==> src/sv/tfsw_pkg.sv <==
// Package with the shared types, widths and constants of the square-wave series block.
package tfsw_pkg;

    localparam int POS_W = 16;
    localparam int HP_W = 15;
    localparam int ORD_W = 7;
    localparam int OUT_W = 16;
    localparam int CFG_W = 15;
    localparam int DEFAULT_MAX_ORDER = 99;

    localparam int PHASE_W = 32;
    localparam int PHASE_SHIFT = 31;
    localparam int DVD_W = POS_W + PHASE_SHIFT;
    localparam int DVR_W = HP_W;
    localparam int STEP_W = 6;
    localparam logic [STEP_W-1:0] PHASE_STEPS = STEP_W'(DVD_W);
    localparam int SIN_W = 31;
    localparam logic [STEP_W-1:0] TERM_STEPS = STEP_W'(SIN_W);

    localparam int MUL_W = 32;
    localparam int PROD_W = 2 * MUL_W;
    localparam int Q_SHIFT = 30;
    localparam int ACC_W = 34;

    localparam int OUT_SHIFT = 46;
    localparam int Q14_W = PROD_W - OUT_SHIFT;
    localparam logic [PROD_W-1:0] ROUND_HALF = PROD_W'(1) << (OUT_SHIFT - 1);
    localparam logic [Q14_W-1:0] POS_LIMIT = Q14_W'(32767);
    localparam logic [Q14_W-1:0] NEG_LIMIT = Q14_W'(32768);
    localparam logic [OUT_W-1:0] SAT_POS = 16'h7FFF;
    localparam logic [OUT_W-1:0] SAT_NEG = 16'h8000;

    localparam logic [HP_W-1:0] HP_RESET = 15'd4096;
    localparam logic [ORD_W-1:0] ORD_RESET = 7'd1;

    localparam logic [MUL_W-1:0] Q30_ONE = 32'h4000_0000;
    localparam logic [MUL_W-1:0] COEF_A1 = 32'd1686629713;
    localparam logic [MUL_W-1:0] COEF_A3 = 32'd693598669;
    localparam logic [MUL_W-1:0] COEF_A5 = 32'd85569306;
    localparam logic [MUL_W-1:0] COEF_A7 = 32'd5026994;
    localparam logic [MUL_W-1:0] COEF_A9 = 32'd172273;
    localparam logic [MUL_W-1:0] K4PI = 32'd1367130549;

    typedef enum logic {
        REG_HALF_PERIOD = 1'b0,
        REG_SERIES_ORDER = 1'b1
    } cfg_reg_t;

    typedef enum logic [3:0] {
        ST_IDLE,
        ST_PHASE,
        ST_TERM,
        ST_SQ,
        ST_P9,
        ST_P7,
        ST_P5,
        ST_P3,
        ST_P1,
        ST_DIV_GO,
        ST_DIV_WAIT,
        ST_SCALE,
        ST_ROUND
    } state_t;

    typedef struct packed {
        logic start;
        logic [STEP_W-1:0] steps;
    } div_req_t;

endpackage

==> src/sv/tfsw_div.sv <==
// Restoring divider that produces one quotient bit per cycle.
module tfsw_div
    import tfsw_pkg::*;
(
    input  logic clk,
    input  logic rst_n,
    input  div_req_t req,
    input  logic [DVD_W-1:0] dividend,
    input  logic [DVR_W-1:0] divisor,
    output logic done,
    output logic [DVD_W-1:0] quotient
);

    logic [DVD_W-1:0] quo_reg, quo_next;
    logic [DVR_W-1:0] rem_reg, rem_next;
    logic [DVR_W-1:0] dvr_reg, dvr_next;
    logic [STEP_W-1:0] cnt_reg, cnt_next;
    logic done_reg, done_next;
    logic [DVR_W:0] trial;
    logic [DVR_W:0] diff;
    logic fits;

    always_comb
    begin
        trial = {rem_reg, quo_reg[DVD_W-1]};
        diff = trial - {1'b0, dvr_reg};
        fits = trial >= {1'b0, dvr_reg};
        quo_next = quo_reg;
        rem_next = rem_reg;
        dvr_next = dvr_reg;
        cnt_next = cnt_reg;
        done_next = 1'b0;
        if (req.start)
        begin
            quo_next = dividend;
            rem_next = '0;
            dvr_next = divisor;
            cnt_next = req.steps;
        end
        else if (cnt_reg != '0)
        begin
            quo_next = {quo_reg[DVD_W-2:0], fits};
            rem_next = fits ? diff[DVR_W-1:0] : trial[DVR_W-1:0];
            cnt_next = cnt_reg - STEP_W'(1);
            done_next = (cnt_reg == STEP_W'(1));
        end
    end

    always_ff @(posedge clk or negedge rst_n)
    begin
        if (!rst_n)
        begin
            cnt_reg <= '0;
            done_reg <= 1'b0;
        end
        else
        begin
            cnt_reg <= cnt_next;
            done_reg <= done_next;
        end
    end

    always_ff @(posedge clk)
    begin
        quo_reg <= quo_next;
        rem_reg <= rem_next;
        dvr_reg <= dvr_next;
    end

    assign done = done_reg;
    assign quotient = quo_reg;

endmodule

==> src/sv/truncated_fourier_square_wave.sv <==
// Top level of the truncated Fourier square-wave synthesizer.
// A phase division comes first; each odd harmonic then takes its own divide by n.
// A new item is accepted only when busy is low, so the next one waits until the last result is done.
// The done strobe lasts one cycle and wave_value holds until the next result; the receiver cannot stall them.
// Reset returns the sequencer to idle and loads half_period 4096 and series_order 1.
module truncated_fourier_square_wave
    import tfsw_pkg::*;
#(
    parameter int MAX_ORDER = DEFAULT_MAX_ORDER
)
(
    input  logic clk,
    input  logic rst_n,
    input  logic start,
    input  logic [POS_W-1:0] position,
    output logic busy,
    output logic done,
    output logic signed [OUT_W-1:0] wave_value,
    input  logic cfg_we,
    input  logic [0:0] cfg_index,
    input  logic [CFG_W-1:0] cfg_data
);

    localparam int N_W = $clog2(MAX_ORDER + 3);

    state_t state_reg, state_next;
    logic [HP_W-1:0] half_period_reg;
    logic [ORD_W-1:0] series_order_reg;
    logic [PHASE_W-1:0] phase_reg, phase_next;
    logic [PHASE_W-1:0] ang_reg, ang_next;
    logic [N_W-1:0] n_reg, n_next;
    logic [MUL_W-1:0] t_reg, t_next;
    logic [MUL_W-1:0] t2_reg, t2_next;
    logic neg_reg, neg_next;
    logic signed [ACC_W-1:0] acc_reg, acc_next;
    logic [PROD_W-1:0] prod_reg, prod_next;
    logic done_reg, done_next;
    logic [OUT_W-1:0] wave_value_reg, wave_value_next;

    logic [MUL_W-1:0] op_a, op_b;
    logic [PROD_W-1:0] mul_res;
    logic [MUL_W-1:0] prod_q30;
    logic [N_W-1:0] order;
    logic [1:0] quad;
    logic [MUL_W-1:0] r_ext;
    logic [ACC_W-1:0] acc_mag;
    logic [ACC_W-1:0] quo_ext;
    logic [PROD_W-1:0] rnd;
    logic [Q14_W-1:0] q14;
    logic [DVR_W-1:0] hp_eff;

    div_req_t div_req;
    logic [DVD_W-1:0] div_dividend;
    logic [DVR_W-1:0] div_divisor;
    logic div_done;
    logic [DVD_W-1:0] div_quo;

    tfsw_div u_div (
        .clk(clk),
        .rst_n(rst_n),
        .req(div_req),
        .dividend(div_dividend),
        .divisor(div_divisor),
        .done(div_done),
        .quotient(div_quo)
    );

    always_ff @(posedge clk or negedge rst_n)
    begin
        if (!rst_n)
        begin
            half_period_reg <= HP_RESET;
            series_order_reg <= ORD_RESET;
        end
        else if (cfg_we)
        begin
            unique case (cfg_index)
                REG_HALF_PERIOD: half_period_reg <= cfg_data[HP_W-1:0];
                REG_SERIES_ORDER: series_order_reg <= cfg_data[ORD_W-1:0];
                default: ;
            endcase
        end
    end

    assign prod_q30 = prod_reg[Q_SHIFT+MUL_W-1:Q_SHIFT];
    assign order = (32'(series_order_reg) > 32'(MAX_ORDER)) ? N_W'(MAX_ORDER)
                                                             : N_W'(series_order_reg);
    assign quad = ang_reg[PHASE_W-1:PHASE_W-2];
    assign r_ext = {2'b00, ang_reg[PHASE_W-3:0]};
    assign acc_mag = acc_reg[ACC_W-1] ? ACC_W'(-acc_reg) : ACC_W'(acc_reg);
    assign quo_ext = {{(ACC_W-SIN_W){1'b0}}, div_quo[SIN_W-1:0]};
    assign rnd = prod_reg + ROUND_HALF;
    assign q14 = rnd[PROD_W-1:OUT_SHIFT];
    assign hp_eff = (half_period_reg == '0) ? DVR_W'(1) : half_period_reg;
    assign mul_res = op_a * op_b;

    assign div_dividend = (state_reg == ST_IDLE)
                        ? {position, {(DVD_W-POS_W){1'b0}}}
                        : {prod_q30[SIN_W-1:0], {(DVD_W-SIN_W){1'b0}}};
    assign div_divisor = (state_reg == ST_IDLE) ? hp_eff : DVR_W'(n_reg);

    always_comb
    begin
        state_next = state_reg;
        phase_next = phase_reg;
        ang_next = ang_reg;
        n_next = n_reg;
        t_next = t_reg;
        t2_next = t2_reg;
        neg_next = neg_reg;
        acc_next = acc_reg;
        prod_next = prod_reg;
        done_next = 1'b0;
        wave_value_next = wave_value_reg;
        op_a = t_reg;
        op_b = t_reg;
        div_req.start = 1'b0;
        div_req.steps = PHASE_STEPS;
        unique case (state_reg)
            ST_IDLE:
            begin
                if (start)
                begin
                    div_req.start = 1'b1;
                    div_req.steps = PHASE_STEPS;
                    acc_next = '0;
                    n_next = N_W'(1);
                    state_next = ST_PHASE;
                end
            end
            ST_PHASE:
            begin
                if (div_done)
                begin
                    phase_next = div_quo[PHASE_W-1:0];
                    ang_next = div_quo[PHASE_W-1:0];
                    state_next = ST_TERM;
                end
            end
            ST_TERM:
            begin
                if (n_reg > order)
                begin
                    state_next = ST_SCALE;
                end
                else
                begin
                    t_next = quad[0] ? (Q30_ONE - r_ext) : r_ext;
                    neg_next = quad[1];
                    state_next = ST_SQ;
                end
            end
            ST_SQ:
            begin
                op_a = t_reg;
                op_b = t_reg;
                prod_next = mul_res;
                state_next = ST_P9;
            end
            ST_P9:
            begin
                op_a = prod_q30;
                op_b = COEF_A9;
                t2_next = prod_q30;
                prod_next = mul_res;
                state_next = ST_P7;
            end
            ST_P7:
            begin
                op_a = t2_reg;
                op_b = COEF_A7 - prod_q30;
                prod_next = mul_res;
                state_next = ST_P5;
            end
            ST_P5:
            begin
                op_a = t2_reg;
                op_b = COEF_A5 - prod_q30;
                prod_next = mul_res;
                state_next = ST_P3;
            end
            ST_P3:
            begin
                op_a = t2_reg;
                op_b = COEF_A3 - prod_q30;
                prod_next = mul_res;
                state_next = ST_P1;
            end
            ST_P1:
            begin
                op_a = t_reg;
                op_b = COEF_A1 - prod_q30;
                prod_next = mul_res;
                state_next = ST_DIV_GO;
            end
            ST_DIV_GO:
            begin
                div_req.start = 1'b1;
                div_req.steps = TERM_STEPS;
                state_next = ST_DIV_WAIT;
            end
            ST_DIV_WAIT:
            begin
                if (div_done)
                begin
                    acc_next = neg_reg ? (acc_reg - signed'(quo_ext))
                                       : (acc_reg + signed'(quo_ext));
                    ang_next = ang_reg + {phase_reg[PHASE_W-2:0], 1'b0};
                    n_next = n_reg + N_W'(2);
                    state_next = ST_TERM;
                end
            end
            ST_SCALE:
            begin
                op_a = acc_mag[MUL_W-1:0];
                op_b = K4PI;
                prod_next = mul_res;
                state_next = ST_ROUND;
            end
            ST_ROUND:
            begin
                if (acc_reg[ACC_W-1])
                begin
                    wave_value_next = (q14 > NEG_LIMIT) ? SAT_NEG : OUT_W'(-q14[OUT_W-1:0]);
                end
                else
                begin
                    wave_value_next = (q14 > POS_LIMIT) ? SAT_POS : q14[OUT_W-1:0];
                end
                done_next = 1'b1;
                state_next = ST_IDLE;
            end
            default:
            begin
                state_next = ST_IDLE;
            end
        endcase
    end

    always_ff @(posedge clk or negedge rst_n)
    begin
        if (!rst_n)
        begin
            state_reg <= ST_IDLE;
            n_reg <= N_W'(1);
            done_reg <= 1'b0;
        end
        else
        begin
            state_reg <= state_next;
            n_reg <= n_next;
            done_reg <= done_next;
        end
    end

    always_ff @(posedge clk)
    begin
        phase_reg <= phase_next;
        ang_reg <= ang_next;
        t_reg <= t_next;
        t2_reg <= t2_next;
        neg_reg <= neg_next;
        acc_reg <= acc_next;
        prod_reg <= prod_next;
        wave_value_reg <= wave_value_next;
    end

    assign busy = (state_reg != ST_IDLE);
    assign done = done_reg;
    assign wave_value = signed'(wave_value_reg);

    // The sequencer and divider must agree on when a quotient is ready.
    a_div_done_expected: assert property (@(posedge clk) disable iff (!rst_n)
        div_done |-> (state_reg == ST_PHASE || state_reg == ST_DIV_WAIT))
        else $error("divider finished outside a wait state");

    a_start_goes_busy: assert property (@(posedge clk) disable iff (!rst_n)
        (start && !busy) |=> (busy && state_reg == ST_PHASE))
        else $error("accepted beat did not start the phase division");

    a_done_when_idle: assert property (@(posedge clk) disable iff (!rst_n)
        done |-> (!busy && $past(state_reg) == ST_ROUND))
        else $error("result beat not issued from the rounding step");

    a_harmonic_odd: assert property (@(posedge clk) disable iff (!rst_n)
        n_reg[0])
        else $error("harmonic index became even");

endmodule
==> config.mk <==
export PLATFORM = sky130hd
export DESIGN_NAME = truncated_fourier_square_wave
export DESIGN_NICKNAME = d
export VERILOG_FILES = /design/src/sv/tfsw_pkg.sv /design/src/sv/tfsw_div.sv /design/src/sv/truncated_fourier_square_wave.sv
export SDC_FILE = /design/constraint.sdc
export NUM_CORES = 2
export LEC_CHECK = 0
export BUFFER_PORTS_ARGS = -buffer_cell sky130_fd_sc_hd__buf_2
export CORE_ASPECT_RATIO = 1.75
export CORE_MARGIN = 2
export CORE_UTILIZATION = 38
export DETAILED_ROUTE_END_ITERATION = 12
export PLACE_DENSITY = 0.59
export SYNTH_ARGS = -nofsm -noshare
export SYNTH_HDL_FRONTEND = slang
export SYNTH_SLANG_ARGS = --single-unit
==> constraint.sdc <==
create_clock -name clk -period 12 [get_ports clk]
set_input_delay 1.2 -clock clk [delete_from_list [all_inputs] [get_ports clk]]
set_output_delay 1.2 -clock clk [all_outputs]
set_load 0.1 [all_outputs]
# After elaboration in Yosys (flattened, before gate mapping)
# Index checks and enable logic that the tools add are counted.
# word_totals
register_bits	360
latchBits	0
ramBits	0
romBits	0
input_bits	36
output_inout_bits	18
word_cells	113
memories	0
# op_classes
n_addsub	14
multipliers	1
div_mod_pow	0
magnitude_cmp	5
n_eq_ne	17
shift	0
n_mux	35
n_bitwise	3
reduce_logical	18
# ops
cell	count
$pmux W32 S6	1
$mux W47	3
$mux W34	3
$mux W32	3
$pmux W32 S3	1
$pmux W34 S2	1
$add A64 B46 Y64 const B	1
$mul A32 B32 Y64	1
$pmux W32 S2	1
$mux W16	3
$pmux W4 S11	1
$mux W7	6
$add A34 B32 Y34	1
$sub A34 B32 Y34	1
$add A32 B32 Y32	1
$neg A32 Y32	1
$sub A23 B32 Y32 const A	1
$sub A27 B32 Y32 const A	1
$sub A30 B32 Y32 const A	1
$sub A31 B30 Y32 const A	1
$sub A31 B32 Y32 const A	1
$mux W30	1
$pmux W7 S2	2
$eq A4 B4 Y1 const B	5
30 further kinds	51

# Depth between registers and ports, before layout
# depth
word_depth	5
depth_mapped	46
mapped_depth_nobuf	42

# Hierarchy
# A second synthesis with hierarchy kept.
# unflattened
hier_cells	6064
hier_area_um2	54913.9
# by_module_without_submodules
module	n_inst	cells_per_inst	area_each_um2	seq_area_each_um2
truncated_fourier_square_wave	1	5724	50656.1	7190.6
tfsw_div	1	340	4257.8	2337.2

# Worst setup path after synthesis
# OpenSTA, ideal clock, no wires.
# synth_timing
kind	reg2reg
start	reg state_reg[1]
end	reg prod_reg[62] (data pin)
setup_time_ns	0.261
t_arrival_ns	10.654
required_ns	11.739
slack_ns	1.085
path_stages_with_launch	40
n_path_buf	3
synth_period_minus_slack_ns	10.915
path_cell_list	dfrtp_1 buf_2 buf_1 nor2b_1 nand2_1 inv_1 ha_1 and2_1 o31a_1 or2_2 a21oi_1 o21ai_0 a31o_2 a31o_2 and3_1 o32ai_1 clkbuf_1 nor2_1 [4 not listed] fa_1 fa_1 fa_1 inv_1 fa_1 inv_1 ha_1 a21o_1 a21o_1 o21ai_0 nor2b_1 o31a_1 or4_1 o21a_1 o221ai_2 a31o_2 nor4b_1 a311o_1
# synth_between
elab_chain_cells	4
elab_cells_between_ends	10
classes_between	mul (1); eq/ne (6); mux (2); reduce/logical (1)
# synth_rtl
item	line	text
start, declared	truncated_fourier_square_wave.sv:26	state_t state_reg, state_next;
start signal, assigned	truncated_fourier_square_wave.sv:250	state_reg <= state_next;
$eq A4 B3 Y1	truncated_fourier_square_wave.sv:119	unique case (state_reg)
$reduce_or A3 Y1 (no source line)	-	
$pmux W32 S3	truncated_fourier_square_wave.sv:119	
$mul A32 B32 Y64 (*)	truncated_fourier_square_wave.sv:95	assign mul_res = op_a * op_b;
via mul_res[62]	truncated_fourier_square_wave.sv:41	logic [PROD_W-1:0] mul_res;
end signal, assigned	truncated_fourier_square_wave.sv:264	prod_reg <= prod_next;
end, declared	truncated_fourier_square_wave.sv:36	logic [PROD_W-1:0] prod_reg, prod_next;
# The timed path passes the listed nets; every way through them passes the cells marked *.
# A chain may end at the register's enable or synchronous reset.

# Final worst setup path
# layout_timing
start	reg acc_reg[5]
end	reg prod_reg[54] (data pin)
# layout_between
elab_chain_cells	4
# layout_rtl
item	line	text
start, declared	truncated_fourier_square_wave.sv:35	logic signed [ACC_W-1:0] acc_reg, acc_next;
start signal, assigned	truncated_fourier_square_wave.sv:263	acc_reg <= acc_next;
$neg A32 Y32	truncated_fourier_square_wave.sv:90	assign acc_mag = acc_reg[ACC_W-1] ? ACC_W'(-acc_reg) : ACC_W'(acc_reg);
$mux W32 (*)	truncated_fourier_square_wave.sv:90	
$pmux W32 S3 (*)	truncated_fourier_square_wave.sv:119	
$mul A32 B32 Y64 (*)	truncated_fourier_square_wave.sv:95	
via mul_res[54]	truncated_fourier_square_wave.sv:41	
# Marks and branches as above.

==> reports/results.tsv <==
metric	value	unit
Post-Synth XOR/XNOR Area	3.88	%
Compound-Gate Fraction of Synth Area	10.2	%
Max stage delay cell, worst path	fa_1	
Syn Area/Cell	8.96	µm²
Worst-path clk slew	80	ps
core area	143000	µm²
worst-path fanout max	20	
final worst path period need	11740	ps
startpoint types	register	
outcome	completed	
vias in the first global route	48100	
Post-Syn Nets	7408	
flops & latches, synth	329	
DR iter-0 viols	3053	
Tightest Pin Transition	1440	ps
Hold Buf Count CTS	0	
Via-to-Cell Ratio	5.60	
Routed Antenna Nets	0	
Critical Path Max Stage Delay	820	ps
Final Setup Violations	0	
clk buf depth	3	
Most used DFF post-synth	edfxtp_1	
H-tree depth	1	
gp weighted congestion	1.03	
die outline height	505	µm
# rows	184	
register area	9530	µm²
die extent in x	290	µm
maximum clock frequency	85.2	MHz
clk_lat worst skew	620	ps
commonest cells after routing, fill and taps aside	1124 x inv_1, 898 x fa_1, 852 x nand2_1	
total congestion overflow	0	
DR WL/cell	25.7	µm
DRC viols	0	
simple-gate share of the synthesized area	15.5	%
Global Route Usage Sum	28.3	%
CTS tree	yes	
number of max-cap violations	0	
number of flip-flops in the largest register	47	
Post-Syn Instances	6090	
global-route wire length before repair	305000	µm
largest area contributor in the netlist	fa_1	
multiplexer share of the synthesized area	1.23	%
most common cell after layout, fill and taps aside	inv_1	
multi-input combinational cell area	40100	µm²
worst reg2reg path depth	34	
Port Buf Inserts	53	
CTS sink cnt	329	
Yosys top cell area share	33.0	%
FFs w/ async S/R, synth	12.5	%
via count	44700	
Final period util	97.8	%
r2r endpoint	prod_reg[54]	
Setup crit end	prod_reg[54]	
worst path required time	12360	ps
total CTS buffers	28	
Post-synth EDFFs	273	
post-synthesis cell area	54600	µm²
Final Hold Vio Count	0	
Critical Path Start	acc_reg[5]	
main combinational cell family by area after synthesis	adder cells	
kind of critical path	reg2reg	
share of layout cells above drive strength 1	7.91	%
Hold Crit Class	reg2reg	
Worst EP arrival	12100	ps
RSZ-0062 raised after global routing	false	
Area Overhead vs Synth	8.65	%
die area	147000	µm²
Final #Nets	7411	
Top-Level Pins	54	
r2r startpoint	acc_reg[5]	
adder and majority cell fraction of the synthesized area	41.8	%
Synth area leaders	fa_1 33%, edfxtp_1 15%, ha_1 8.8%	
DRT Pass-1 Iters	6	
CTS root buffer	clkbuf_16	
setup TNS	0	ps
Post-Route WL	205000	µm
# fillers	14400	
hpwl dp	164000	µm
R2R setup slack	260	ps
post-synth cell types	89	
Initial Util	38.1	%
post-synthesis sequential area ratio	17.5	%
Worst Clk Skew	21.0	ps
largest net degree at the start of global routing	73	
relative slew slack	2.39	%
most used cell, CP	fa_1	
initial antenna violation count	7	
CP endpoint kind	register	
synth warn	0	
fin. max-slew vios	0	
## metal layers
metal | GRT usage, % | vias up | wire length, µm
li1 | - | 19400 | -
met1 | 28.1 | 22700 | 65300
met2 | 51.6 | 1877 | 105000
met3 | 3.88 | 754 | 12300
met4 | 24.4 | 6 | 22400
met5 | 0 | - | 37
## worst max-delay path, delay by kind of cell, from the launching register on
kind                     cells  cell delay (ps)
AND/OR/NAND/NOR              9             2860
buffers and inverters        6              980
adder cells (fa/ha/maj)      9             4630
flip-flops                   1              480
AO/OA/AOI/OAI                8             2170
XOR/XNOR                     2              270
## final cells by class
class                      count  share of cell area (%)
multi-input combinational   4337                    67.7
sequential                   329                    16.1
inverter                    1125                    7.12
tap                         1860                    3.93
timing repair buffer         272                    3.45
clock buffer                  34                    1.26
clock inverter                18                   0.456
antenna                        4                  0.0169
## stage by stage
| stage | worst slack (ps) | cells | cell area, µm² | utilization [%] | hold slack [ps] |
|---|---|---|---|---|---|
| final | 261 | 7979 | 59300 | 41.4 | 467 |
| after global routing | 18.5 | 7977 | 59300 | 41.4 | 483 |
| after CTS | 131 | 7968 | 59100 | 41.3 | 468 |
| after detailed placement | 179 | 7916 | 58100 | 40.5 | 457 |
| after global placement | 242 | 7916 | 58100 | 40.5 | 449 |
| after floorplan | 1090 | 6090 | 54600 | - | 424 |
## cells by family after synthesis
logic type	Yosys count
AND/OR/NAND/NOR	1909
buffers and inverters	1424
adder cells (fa/ha/maj)	1283
AO/OA/AOI/OAI	839
flip-flops	329
XOR/XNOR	242
multiplexers	64
## worst min path at each step
stage / startpoint / to / slack, ps / cells after the start
2_1_floorplan: u_div.quotient[20] / phase_reg[20] / 420 / 0
3_5_place_dp: u_div.rem_reg[14] / u_div.rem_reg[14] / 460 / 2
5_1_grt: u_div.rem_reg[14] / u_div.rem_reg[14] / 480 / 2
3_3_place_gp: u_div.rem_reg[14] / u_div.rem_reg[14] / 450 / 2
4_1_cts: u_div.rem_reg[14] / u_div.rem_reg[14] / 470 / 2
6_report: u_div.rem_reg[14] / u_div.rem_reg[14] / 470 / 2
## cells in the mapped netlist (11+ instances only)
cell      number
a211o_1       11
a211oi_1      27
a21boi_0      15
a21o_1        85
a21oi_1      209
a311oi_1      11
a31oi_1       40
and2_1        67
and3_1        34
buf_1         16
buf_2         21
clkbuf_1     258
dfrtp_1       38
dfxtp_1       15
edfxtp_1     273
fa_1         899
ha_1         383
inv_1       1124
mux2_2        25
mux2i_1       39
nand2_1      855
nand2b_1      64
nand3_1       96
nand4_1       30
nor2_1       513
nor2b_1       56
nor3_1        75
nor3b_1       13
nor4_1        22
o211ai_1      12
o21a_1        26
o21ai_0      192
o21bai_1      18
o221a_2       25
o221ai_1      30
o22ai_1       11
o31ai_1       25
o41ai_1       14
or2_2         13
or3_1         18
or4_1         11
xnor2_1      141
xor2_1       101
## what timing repair did
| item | CTS | global route |
|---|---|---|
| buffers inserted | 0 | 7 |
| resized for setup | 0 | 31 |
| hold endpoints to repair | 0 | 0 |
| setup endpoints to repair | 0 | 13 |
Power is not shown: default switching activity piles up to over one toggle a cycle in this logic, so the estimate is an artifact.
